### config.mk
export PLATFORM = sky130hd
export DESIGN_NAME = round_robin_register_allocator
export DESIGN_NICKNAME = d
export VERILOG_FILES = /design/src/design/rra_pkg.sv /design/src/design/rra_ram.sv /design/src/design/rra_find.sv /design/src/design/round_robin_register_allocator.sv
export SDC_FILE = /design/constraint.sdc
export NUM_CORES = 2
export LEC_CHECK = 0
export ABC_AREA = 1
export BUFFER_PORTS_ARGS = -buffer_cell sky130_fd_sc_hd__buf_2
export CAP_MARGIN = 20
export CORE_MARGIN = 2
export CORE_UTILIZATION = 40
export DETAILED_ROUTE_END_ITERATION = 10
export GPL_ROUTABILITY_DRIVEN = 0
export PLACE_DENSITY_LB_ADDON = 0.12
export SYNTH_ARGS = -nofsm -noshare
export SYNTH_HDL_FRONTEND = slang
export SYNTH_SLANG_ARGS = --single-unit
### constraint.sdc
create_clock -name clk -period 16.75 [get_ports clk]
set_clock_uncertainty 0.2 [all_clocks]
set_input_delay 0.8375 -clock clk [delete_from_list [all_inputs] [get_ports clk]]
set_output_delay 0.8375 -clock clk [all_outputs]
set_load 0.02 [all_outputs]
### src/design/rra_pkg.sv
// Shared types, codes and constants of the round-robin register allocator.
`default_nettype none
package rra_pkg;

  localparam int NUM_REAL_DEF = 32;
  localparam int NUM_REGS_DEF = 256;

  localparam int MASK_W    = 32;  // width of the class masks
  localparam int MID_W     = 5;   // id width of the mask search
  localparam int CNT_W     = 6;   // width of the real register count
  localparam int EPOCH_W   = 4;   // procedure tag stored with each map entry
  localparam int REG_W     = 8;   // register number width
  localparam int CFG_IDX_W = 2;
  localparam int CFG_DAT_W = 32;

  typedef enum logic [1:0] {
    OP_BEGIN  = 2'd0,
    OP_USE    = 2'd1,
    OP_DEFINE = 2'd2,
    OP_NOP    = 2'd3
  } op_t;

  typedef enum logic [2:0] {
    ST_OK    = 3'd0,
    ST_UNDEF = 3'd1,
    ST_RECL  = 3'd2,
    ST_REDEF = 3'd3,
    ST_NOREG = 3'd4,
    ST_ABORT = 3'd5
  } status_t;

  typedef enum logic [2:0] {
    S_CLEAR,
    S_IDLE,
    S_LOOK,
    S_OWN,
    S_DONE
  } state_t;

  localparam logic [CFG_IDX_W-1:0] CFG_REAL_COUNT = 2'd0;
  localparam logic [CFG_IDX_W-1:0] CFG_INT_MASK   = 2'd1;
  localparam logic [CFG_IDX_W-1:0] CFG_FLOAT_MASK = 2'd2;

  typedef struct packed {
    logic             found;
    logic [MID_W-1:0] id;
  } pick_t;

endpackage
`default_nettype wire

### src/design/rra_ram.sv
// Generic single-write, single-read RAM with registered read data.
`default_nettype none
module rra_ram #(
  parameter int WIDTH = 8,
  parameter int DEPTH = 32,
  localparam int AW = (DEPTH > 1) ? $clog2(DEPTH) : 1
) (
  input  logic             clk,
  input  logic             we,
  input  logic [AW-1:0]    waddr,
  input  logic [WIDTH-1:0] wdata,
  input  logic [AW-1:0]    raddr,
  output logic [WIDTH-1:0] rdata
);

  logic [WIDTH-1:0] mem [DEPTH];

  always_ff @(posedge clk) begin
    if (we) begin
      mem[waddr] <= wdata;
    end
    rdata <= mem[raddr];
  end

endmodule
`default_nettype wire

### src/design/rra_find.sv
// Round-robin search for the next usable register id of a class mask.
`default_nettype none
module rra_find (
  input  logic [rra_pkg::MASK_W-1:0] mask,
  input  logic [rra_pkg::CNT_W-1:0]  count,
  input  logic                       last_vld,
  input  logic [rra_pkg::MID_W-1:0]  last_id,
  output rra_pkg::pick_t             pick
);
  import rra_pkg::*;

  logic [CNT_W-1:0]  start;
  logic [MASK_W-1:0] avail;
  logic [MASK_W-1:0] upper;

  always_comb begin
    start = last_vld ? (CNT_W'(last_id) + CNT_W'(1)) : '0;
    if (start >= count) begin
      start = '0;
    end
    for (int i = 0; i < MASK_W; i++) begin
      avail[i] = mask[i] && (CNT_W'(i) < count);
      upper[i] = avail[i] && (CNT_W'(i) >= start);
    end
    // Lowest usable id at or after the start point, else the lowest overall.
    pick = '0;
    for (int i = MASK_W - 1; i >= 0; i--) begin
      if (avail[i]) begin
        pick.found = 1'b1;
        pick.id    = MID_W'(i);
      end
    end
    for (int i = MASK_W - 1; i >= 0; i--) begin
      if (upper[i]) begin
        pick.id = MID_W'(i);
      end
    end
  end

endmodule
`default_nettype wire

### src/design/round_robin_register_allocator.sv
// Top level of the round-robin register allocator: sequencer, tables and ports.
//
//  channel | direction | handshake          | payload
//  --------+-----------+--------------------+-------------------------------------------
//  in_     | slave     | in_tvalid/tready   | tdata: reg_num; tuser: op, is_float
//  out_    | master    | out_tvalid/tready  | tdata: reg_out; tuser: status
//  cfg_    | slave     | cfg_valid/ready    | cfg_index, cfg_data (register write)
//
// Each transaction is handled by a short sequencer around one map lookup: a
// use or a no-op passes from acceptance through S_LOOK and S_DONE back to
// S_IDLE, a define that allocates also passes S_OWN, which reads and rewrites
// the owner of the chosen register, and a begin goes straight to S_DONE, or first to S_CLEAR when the tag wraps.
// The map table is a RAM whose entries carry a procedure tag, so a begin only
// advances the tag; every sixteenth begin wraps the tag and triggers a clearing
// pass over all NUM_REGS map entries, and the same pass runs after reset.
// Reset is synchronous and active low. During a clearing pass no input
// transaction is accepted; configuration writes are always accepted.
// A finished result waits in the output register while out_tready is low and
// the sequencer holds until that register is free.
`default_nettype none
module round_robin_register_allocator #(
  parameter int NUM_REAL = rra_pkg::NUM_REAL_DEF,
  parameter int NUM_REGS = rra_pkg::NUM_REGS_DEF
) (
  input  logic                          clk,
  input  logic                          rst_n,
  // Input transaction: tdata[7:0] reg_num.
  input  logic                          in_tvalid,
  output logic                          in_tready,
  input  logic [7:0]                    in_tdata,
  // tuser[1:0] op, tuser[2] is_float.
  input  logic [2:0]                    in_tuser,
  // Result transaction: tdata[7:0] reg_out.
  output logic                          out_tvalid,
  input  logic                          out_tready,
  output logic [7:0]                    out_tdata,
  // tuser[2:0] status.
  output logic [2:0]                    out_tuser,
  // Configuration write port.
  input  logic                          cfg_valid,
  output logic                          cfg_ready,
  input  logic [rra_pkg::CFG_IDX_W-1:0] cfg_index,
  input  logic [rra_pkg::CFG_DAT_W-1:0] cfg_data
);
  import rra_pkg::*;

  // Real ids that can ever belong to a class: limited by the masks' width.
  localparam int ID_CNT = (NUM_REAL < MASK_W) ? NUM_REAL : MASK_W;
  localparam int ID_W   = $clog2(ID_CNT);
  localparam int VA_W   = $clog2(NUM_REGS);
  localparam int OA_W   = ID_W + 1;
  localparam int OWN_D  = 2 << ID_W;
  // Map entry layout, from the top: valid, reclaimed, real id, procedure tag.
  localparam int VM_W   = 2 + ID_W + EPOCH_W;
  localparam int VM_VLD = VM_W - 1;
  localparam int VM_RCL = VM_W - 2;

  // Configuration registers.
  logic [CNT_W-1:0]  real_cnt_r;
  logic [MASK_W-1:0] int_mask_r;
  logic [MASK_W-1:0] flt_mask_r;

  // Sequencer and procedure state.
  state_t             state_r, state_nxt;
  logic [EPOCH_W-1:0] epoch_r;
  logic               aborted_r;
  logic               pend_r;
  logic [VA_W-1:0]    clr_idx_r;
  logic [1:0]         last_vld_r;
  logic [1:0][MID_W-1:0] last_id_r;
  logic [1:0][ID_CNT-1:0] own_vld_r;

  // Current transaction and its pending result.
  op_t                op_r;
  logic [REG_W-1:0]   reg_r;
  logic               cls_r;
  logic [ID_W-1:0]    pick_id_r;
  logic [REG_W-1:0]   res_r;
  status_t            st_r;

  // Output register.
  logic               out_vld_r;
  logic [REG_W-1:0]   out_reg_r;
  status_t            out_st_r;

  // Table ports.
  logic               vm_we;
  logic [VA_W-1:0]    vm_waddr;
  logic [VM_W-1:0]    vm_wdata;
  logic [VM_W-1:0]    vm_rdata;
  logic               own_we;
  logic [OA_W-1:0]    own_raddr;
  logic [VA_W-1:0]    own_rdata;

  // Decision of the lookup cycle.
  logic [CNT_W-1:0]   n_eff;
  logic [CNT_W-1:0]   n_pass;
  logic               in_range;
  logic               vm_hit;
  logic               look_alloc;
  logic [REG_W-1:0]   look_res;
  status_t            look_st;
  pick_t              pick;

  logic               in_acc;
  logic               out_load;
  logic               epoch_wrap;
  logic               clr_last;

  assign cfg_ready  = 1'b1;
  assign in_acc     = in_tvalid && in_tready;
  assign epoch_wrap = (epoch_r == {EPOCH_W{1'b1}});
  assign clr_last   = (clr_idx_r == VA_W'(NUM_REGS - 1));

  // Numbers below the real count (capped at NUM_REAL) pass through, while only
  // ids below the masks' width can be allocated.
  assign n_pass   = (32'(real_cnt_r) > 32'(NUM_REAL)) ? CNT_W'(NUM_REAL) : real_cnt_r;
  assign n_eff    = (real_cnt_r > CNT_W'(ID_CNT)) ? CNT_W'(ID_CNT) : real_cnt_r;
  assign in_range = (32'(reg_r) < 32'(NUM_REGS));
  assign vm_hit   = vm_rdata[VM_VLD] && (vm_rdata[EPOCH_W-1:0] == epoch_r);

  rra_find u_find (
    .mask     (cls_r ? flt_mask_r : int_mask_r),
    .count    (n_eff),
    .last_vld (last_vld_r[cls_r]),
    .last_id  (last_id_r[cls_r]),
    .pick     (pick)
  );

  rra_ram #(
    .WIDTH (VM_W),
    .DEPTH (NUM_REGS)
  ) u_vmap (
    .clk   (clk),
    .we    (vm_we),
    .waddr (vm_waddr),
    .wdata (vm_wdata),
    .raddr (VA_W'(in_tdata)),
    .rdata (vm_rdata)
  );

  rra_ram #(
    .WIDTH (VA_W),
    .DEPTH (OWN_D)
  ) u_owner (
    .clk   (clk),
    .we    (own_we),
    .waddr ({cls_r, pick_id_r}),
    .wdata (VA_W'(reg_r)),
    .raddr (own_raddr),
    .rdata (own_rdata)
  );

  // Lookup decision: the map entry read at acceptance is valid in S_LOOK.
  always_comb begin
    look_alloc = 1'b0;
    look_res   = reg_r;
    look_st    = ST_OK;
    if (aborted_r) begin
      look_st = ST_ABORT;
    end else if (op_r == OP_NOP || reg_r < REG_W'(n_pass)) begin
      look_st = ST_OK;
    end else if (op_r == OP_USE) begin
      if (!in_range || !vm_hit) begin
        look_st = ST_UNDEF;
      end else if (vm_rdata[VM_RCL]) begin
        look_st = ST_RECL;
      end else begin
        look_res = REG_W'(vm_rdata[EPOCH_W +: ID_W]);
      end
    end else if (!in_range) begin
      look_st = ST_NOREG;
    end else if (vm_hit) begin
      look_st = ST_REDEF;
    end else if (!pick.found) begin
      look_st = ST_NOREG;
    end else begin
      look_alloc = 1'b1;
      look_res   = REG_W'(pick.id);
    end
  end

  // Next state.
  always_comb begin
    state_nxt = state_r;
    unique case (state_r)
      S_CLEAR: begin
        if (clr_last) begin
          state_nxt = pend_r ? S_DONE : S_IDLE;
        end
      end
      S_IDLE: begin
        if (in_acc) begin
          if (op_t'(in_tuser[1:0]) == OP_BEGIN) begin
            state_nxt = epoch_wrap ? S_CLEAR : S_DONE;
          end else begin
            state_nxt = S_LOOK;
          end
        end
      end
      S_LOOK: state_nxt = look_alloc ? S_OWN : S_DONE;
      S_OWN:  state_nxt = S_DONE;
      S_DONE: begin
        if (out_load) begin
          state_nxt = S_IDLE;
        end
      end
      default: state_nxt = S_IDLE;
    endcase
  end

  // Sequencer outputs: handshake and table write ports.
  always_comb begin
    in_tready = (state_r == S_IDLE);
    out_load  = (state_r == S_DONE) && (!out_vld_r || out_tready);
    vm_we     = 1'b0;
    vm_waddr  = VA_W'(reg_r);
    vm_wdata  = {1'b1, 1'b0, ID_W'(pick.id), epoch_r};
    own_we    = 1'b0;
    own_raddr = {cls_r, ID_W'(pick.id)};
    unique case (state_r)
      S_CLEAR: begin
        vm_we    = 1'b1;
        vm_waddr = clr_idx_r;
        vm_wdata = '0;
      end
      S_LOOK: begin
        vm_we = look_alloc;
      end
      S_OWN: begin
        // The previous owner keeps its entry but is marked reclaimed.
        vm_we    = own_vld_r[cls_r][pick_id_r];
        vm_waddr = own_rdata;
        vm_wdata = {1'b1, 1'b1, pick_id_r, epoch_r};
        own_we   = 1'b1;
      end
      default: begin
      end
    endcase
  end

  // Control registers.
  always_ff @(posedge clk) begin
    if (!rst_n) begin
      state_r    <= S_CLEAR;
      clr_idx_r  <= '0;
      pend_r     <= 1'b0;
      epoch_r    <= '0;
      aborted_r  <= 1'b0;
      last_vld_r <= '0;
      own_vld_r  <= '0;
      out_vld_r  <= 1'b0;
      real_cnt_r <= CNT_W'(32);
      int_mask_r <= '1;
      flt_mask_r <= '0;
    end else begin
      state_r <= state_nxt;
      if (state_r == S_CLEAR) begin
        clr_idx_r <= clr_last ? '0 : clr_idx_r + VA_W'(1);
      end
      if (out_load) begin
        out_vld_r <= 1'b1;
        pend_r    <= 1'b0;
      end else if (out_tready) begin
        out_vld_r <= 1'b0;
      end
      if (in_acc && op_t'(in_tuser[1:0]) == OP_BEGIN) begin
        epoch_r    <= epoch_r + EPOCH_W'(1);
        aborted_r  <= 1'b0;
        last_vld_r <= '0;
        own_vld_r  <= '0;
        pend_r     <= 1'b1;
      end
      if (state_r == S_LOOK && look_st != ST_OK && look_st != ST_ABORT) begin
        aborted_r <= 1'b1;
      end
      if (state_r == S_OWN) begin
        own_vld_r[cls_r][pick_id_r] <= 1'b1;
        last_vld_r[cls_r]           <= 1'b1;
        last_id_r[cls_r]            <= MID_W'(pick_id_r);
      end
      if (cfg_valid && cfg_ready) begin
        unique case (cfg_index)
          CFG_REAL_COUNT: real_cnt_r <= cfg_data[CNT_W-1:0];
          CFG_INT_MASK:   int_mask_r <= cfg_data[MASK_W-1:0];
          CFG_FLOAT_MASK: flt_mask_r <= cfg_data[MASK_W-1:0];
          default: begin
          end
        endcase
      end
    end
  end

  // Payload registers.
  always_ff @(posedge clk) begin
    if (in_acc) begin
      op_r  <= op_t'(in_tuser[1:0]);
      reg_r <= in_tdata;
      cls_r <= in_tuser[2];
      res_r <= '0;
      st_r  <= ST_OK;
    end
    if (state_r == S_LOOK) begin
      res_r     <= look_res;
      st_r      <= look_st;
      pick_id_r <= ID_W'(pick.id);
    end
    if (out_load) begin
      out_reg_r <= res_r;
      out_st_r  <= st_r;
    end
  end

  assign out_tvalid = out_vld_r;
  assign out_tdata  = out_reg_r;
  assign out_tuser  = out_st_r;

`ifndef NO_ASSERTIONS
  // A finished result must never overwrite one that is still waiting.
  a_no_overwrite: assert property (@(posedge clk) disable iff (!rst_n)
    out_load |-> (!out_vld_r || out_tready))
    else $error("result register overwritten while full");

  // Aborted results come only from an aborted procedure.
  a_abort_src: assert property (@(posedge clk) disable iff (!rst_n)
    (state_r == S_LOOK && look_st == ST_ABORT) |-> aborted_r)
    else $error("aborted status without abort state");

  // A begin transaction clears the abort state.
  a_begin_clears: assert property (@(posedge clk) disable iff (!rst_n)
    (in_acc && in_tuser[1:0] == OP_BEGIN) |=> !aborted_r)
    else $error("abort state survived a begin");

  // Ownership is only written for an id inside the allocation range.
  a_own_range: assert property (@(posedge clk) disable iff (!rst_n)
    own_we |-> (CNT_W'(pick_id_r) < n_eff))
    else $error("owner write outside allocation range");
`endif

endmodule
`default_nettype wire

==> impl_metrics.yaml <==
yosys:
  yosys-mux-area-fraction_pct: 0.02080
  asyncSetResetFlopFracSynth_pct: 0
  synth.lib_cells_used.distinct: 53
  synthFlopType: "sky130_fd_sc_hd__edfxtp_1"
  yosys.cell_count.top_type: "sky130_fd_sc_hd__edfxtp_1"
  synth_edf_count: 3376
  synthAdderAreaFrac_pct: 0.1213
  post-synth-top-area-fraction_pct: 70.22
  synth.yosys.warnings: 0
  synthCells: 12140
  syn-num-nets: 12200
  top_cell_types_by_occurrence_after_synthesis: "sky130_fd_sc_hd__edfxtp_1, sky130_fd_sc_hd__nor2_1, sky130_fd_sc_hd__o21ai_0"
  main_area_contributors_after_synthesis: "sky130_fd_sc_hd__edfxtp_1, sky130_fd_sc_hd__o21ai_0, sky130_fd_sc_hd__nor2_1, sky130_fd_sc_hd__o22ai_1, sky130_fd_sc_hd__dfxtp_1"
  synth_compound_area_share_pct: 11.89
  largest_family_of_logic_cells_by_synthesized_area: "compound AO/OA/AOI/OAI gates"
  synth-seq-cells: 3549
  cell_area_after_synthesis_um2: 144400
  synth_largest_area_cell: "sky130_fd_sc_hd__edfxtp_1"
  synth_xor_xnor_area_share_pct: 0.02427
  synth.avg_cell_area_um2: 11.89
  synth-seq-area-share_pct: 72.62
  simple_logic_cell_fraction_of_the_synthesized_area_pct: 11.35
timing:
  final.min_clock_period_ps: 10350
  worst_slack_ps: 6405
  setup_viol: 0
  max_freq_mhz: 96.66
  final_min_period_over_clock_period_pct: 61.76
  tightestPinTransition_ps: 1348
  final_hold_viol_count: 0
  slew_headroom_pct: 9.837
  rsz0062_at_grt: "false"
  pins_over_their_slew_limit: 0
  final.setup.tns_ps: 0
floorplan:
  floorplan.die.width_um: 604.8
  core_region_area_um2: 359200
  std_cell_rows: 220
  die-area_um2: 365800
  io_pins: 64
  die_h_um: 604.8
  initial_utilization_pct: 40.19
power_and_ir_drop:
  comb_power_share_pct: 5.6
  worst_supply_voltage_drop_on_vdd_uv: 81.46
  seqPwrFrac_pct: 50.5
  p_int_mw: 14.69
  p_sw_mw: 4.338
  powerDensity_nw_per_um2: 116.0
  switching_share_pct: 22.79
  clockPowerShare_pct: 43.9
  power.leakage_nw: 55.51
detailed_routing:
  vias_per_cell: 5.706
  drtPass1Iterations: 9
  drc_errors: 0
  finalWirelength_um: 449400
  drt_iter0_markers: 11350
  antenna_left: 0
  via_count: 98760
  routed_wire_length_per_instance_um: 25.96
placement:
  io_buffer_count: 62
  dpl.hpwl_um: 255500
  dpl.cell_count: 16470
  pre_cts_ws_ps: 6551
worst_setup_path:
  worst_ep_required_time_ps: 17160
  cpMostUsedCell: "sky130_fd_sc_hd__nand2_1"
  worst_ep_arrival_ps: 10760
  worst_setup_sp_type: "register"
  max_stage_delay_cell_worst_path: "sky130_fd_sc_hd__buf_4"
  critical_path_peak_fanout: 100
  end_kind: "register"
  slowest_cell_delay_on_critical_path_ps: 940
  criticalPathCategory: "register to register"
finish:
  final_layout_size_suffix_gt1_share_pct: 8.916
  num-nets-final: 12280
  post_layout_nonfiller_instances: 17310
  final_util_pct: 45.67
  flow.area_growth_from_synthesis_pct: 13.62
clock_network:
  h-tree-depth: 5
  clockBufferDepth: 4
  tritoncts_clock_tree: "yes"
  cts_inserted_buffers: 383
  tritoncts_num_sinks: 3549
  clkTransAtPathRegs_ps: 70
  cts_resized: 0
  cts_root_buf: "sky130_fd_sc_hd__clkbuf_16"
  clk-insertion-delay-late_ps: 990
grt:
  largest_net_degree_at_the_start_of_global_routing: 203
  number_of_antenna_violations_at_the_first_check_in_global_routing: 21
  globalRoute.totalOverflow: 0
  grt_usage_pct: 23.82
  grt_pass1_vias: 92680
  grt_pass1_wl_um: 649100
run:
  max-cap-violations: 0
run_status:
  outcome: "completed"
worst_hold_path:
  hold_path_class: "input pin to register"
## registers in the layout, indices dropped and copies added (netlist names), 2 cells and up
| register | cells |
|---|---|
| flt_mask_r | 32 |
| u_owner.rdata | 8 |
| u_vmap.mem | 2816 |
| u_vmap.rdata | 11 |
| pick_id_r | 5 |
| u_owner.mem | 512 |
| res_r | 8 |
| st_r | 3 |
| out_tdata | 8 |
| real_cnt_r | 6 |
| epoch_r | 4 |
| clr_idx_r | 8 |
| own_vld_r | 64 |
| out_tuser | 3 |
| int_mask_r | 32 |
| last_id_r | 10 |
| last_vld_r | 2 |
| reg_r | 8 |
| state_r | 3 |
| op_r | 2 |
## worst paths after layout
path                             to  cells after the start  slack, ps          from
hold / removal        real_cnt_r[5]                      4        120  cfg_index[1]
setup / recovery  u_vmap.mem[10][4]                     60       6400         cls_r
setup reg to reg  u_vmap.mem[10][4]                     60       6400         cls_r
hold reg to reg        out_tdata[2]                      0        180      res_r[2]
## kinds of logic after synthesis
kind of cell | Yosys count
and+or+nand+nor | 3960
DFF | 3549
AOI/OAI and AO/OA | 3137
adders and majority gates | 14
buffers and inverters | 1470
other | 1
xor gates and xnor gates | 4
muxes | 3
## worst max-delay path, delay by kind of cell, from the launching register on
| family | cells | cell delay (ps) |
|---|---|---|
| buffers and inverters | 12 | 4000 |
| AO/OA/AOI/OAI | 4 | 530 |
| flip-flops | 1 | 510 |
| adder cells (fa/ha/maj) | 2 | 400 |
| AND/OR/NAND/NOR | 42 | 3970 |
## timing repair
| item | 4_1_cts | 5_1_grt |
|---|---|---|
| hold endpoints to repair | 71 | 0 |
| hold buffers | 37 | 0 |
| buffers inserted | 0 | 0 |
## per-layer routing
metal / GRT usage, % / up-vias / routed length (µm)
li1: - / 44090 / -
met3: 3.691 / 646 / 34220
met1: 34.34 / 49970 / 197000
met4: 7.009 / 4 / 13360
met5: 0 / - / 23
met2: 37.24 / 4044 / 204800
## layout make-up
cell class | instances | area [µm²]
Fill cell | 32350 | 195200
Multi-Input combinational cell | 7119 | 34050
Sequential cell | 3549 | 104800
Timing Repair Buffer | 538 | 4502
Inverter | 624 | 2377
Antenna cell | 8 | 20.02
Clock inverter | 218 | 2076
Clock buffer | 480 | 10210
Tap cell | 4773 | 5972
## through the flow
| stage | power, mW | hold WS [ps] | instance area [µm²] |
|---|---|---|---|
| after floorplan | 10.42 | 200.3 | 144400 |
| after global placement | 10.84 | 211.6 | 149900 |
| after detailed placement | 10.84 | 209.3 | 150500 |
| after CTS | 19.15 | 34.66 | 163200 |
| after global routing | 19.58 | 96.80 | 164000 |
| final | 19.03 | 115.1 | 164000 |
## cell usage in the layout, fill, tap and decap left out, types with 17 or more instances in the layout
master | Yosys | layout
sky130_fd_sc_hd__o21ai_0 | 1969 | 1965
sky130_fd_sc_hd__inv_2 | 20 | 21
sky130_fd_sc_hd__dfxtp_1 | 173 | 173
sky130_fd_sc_hd__nand3b_1 | 162 | 162
sky130_fd_sc_hd__a21oi_1 | 149 | 149
sky130_fd_sc_hd__buf_2 | 30 | 57
sky130_fd_sc_hd__dlygate4sd3_1 | 0 | 37
sky130_fd_sc_hd__buf_4 | 14 | 355
sky130_fd_sc_hd__o211ai_1 | 22 | 22
sky130_fd_sc_hd__inv_1 | 594 | 590
sky130_fd_sc_hd__clkinv_1 | 9 | 95
sky130_fd_sc_hd__clkbuf_16 | 0 | 393
sky130_fd_sc_hd__o22ai_1 | 911 | 907
sky130_fd_sc_hd__clkbuf_1 | 722 | 82
sky130_fd_sc_hd__nor3_1 | 48 | 34
sky130_fd_sc_hd__nand3_1 | 588 | 586
sky130_fd_sc_hd__nand2_1 | 711 | 694
sky130_fd_sc_hd__clkinv_2 | 0 | 63
sky130_fd_sc_hd__nor2_1 | 2417 | 2413
sky130_fd_sc_hd__buf_6 | 16 | 67
sky130_fd_sc_hd__edfxtp_1 | 3376 | 3376
sky130_fd_sc_hd__o32ai_1 | 45 | 45
sky130_fd_sc_hd__buf_12 | 0 | 17
sky130_fd_sc_hd__bufinv_16 | 0 | 34
## power by group through the flow
| stage | clock network (mW) | logic, mW | registers (mW) |
|---|---|---|---|
| floorplan | 0 | 0.637 | 9.78 |
| global placement | 0 | 1.04 | 9.79 |
| detailed placement | 0 | 1.05 | 9.79 |
| CTS | 8.48 | 1.06 | 9.61 |
| global route | 8.83 | 1.15 | 9.60 |
| finish | 8.36 | 1.07 | 9.61 |
No activity file was read; power rests on OpenSTA's default activity.
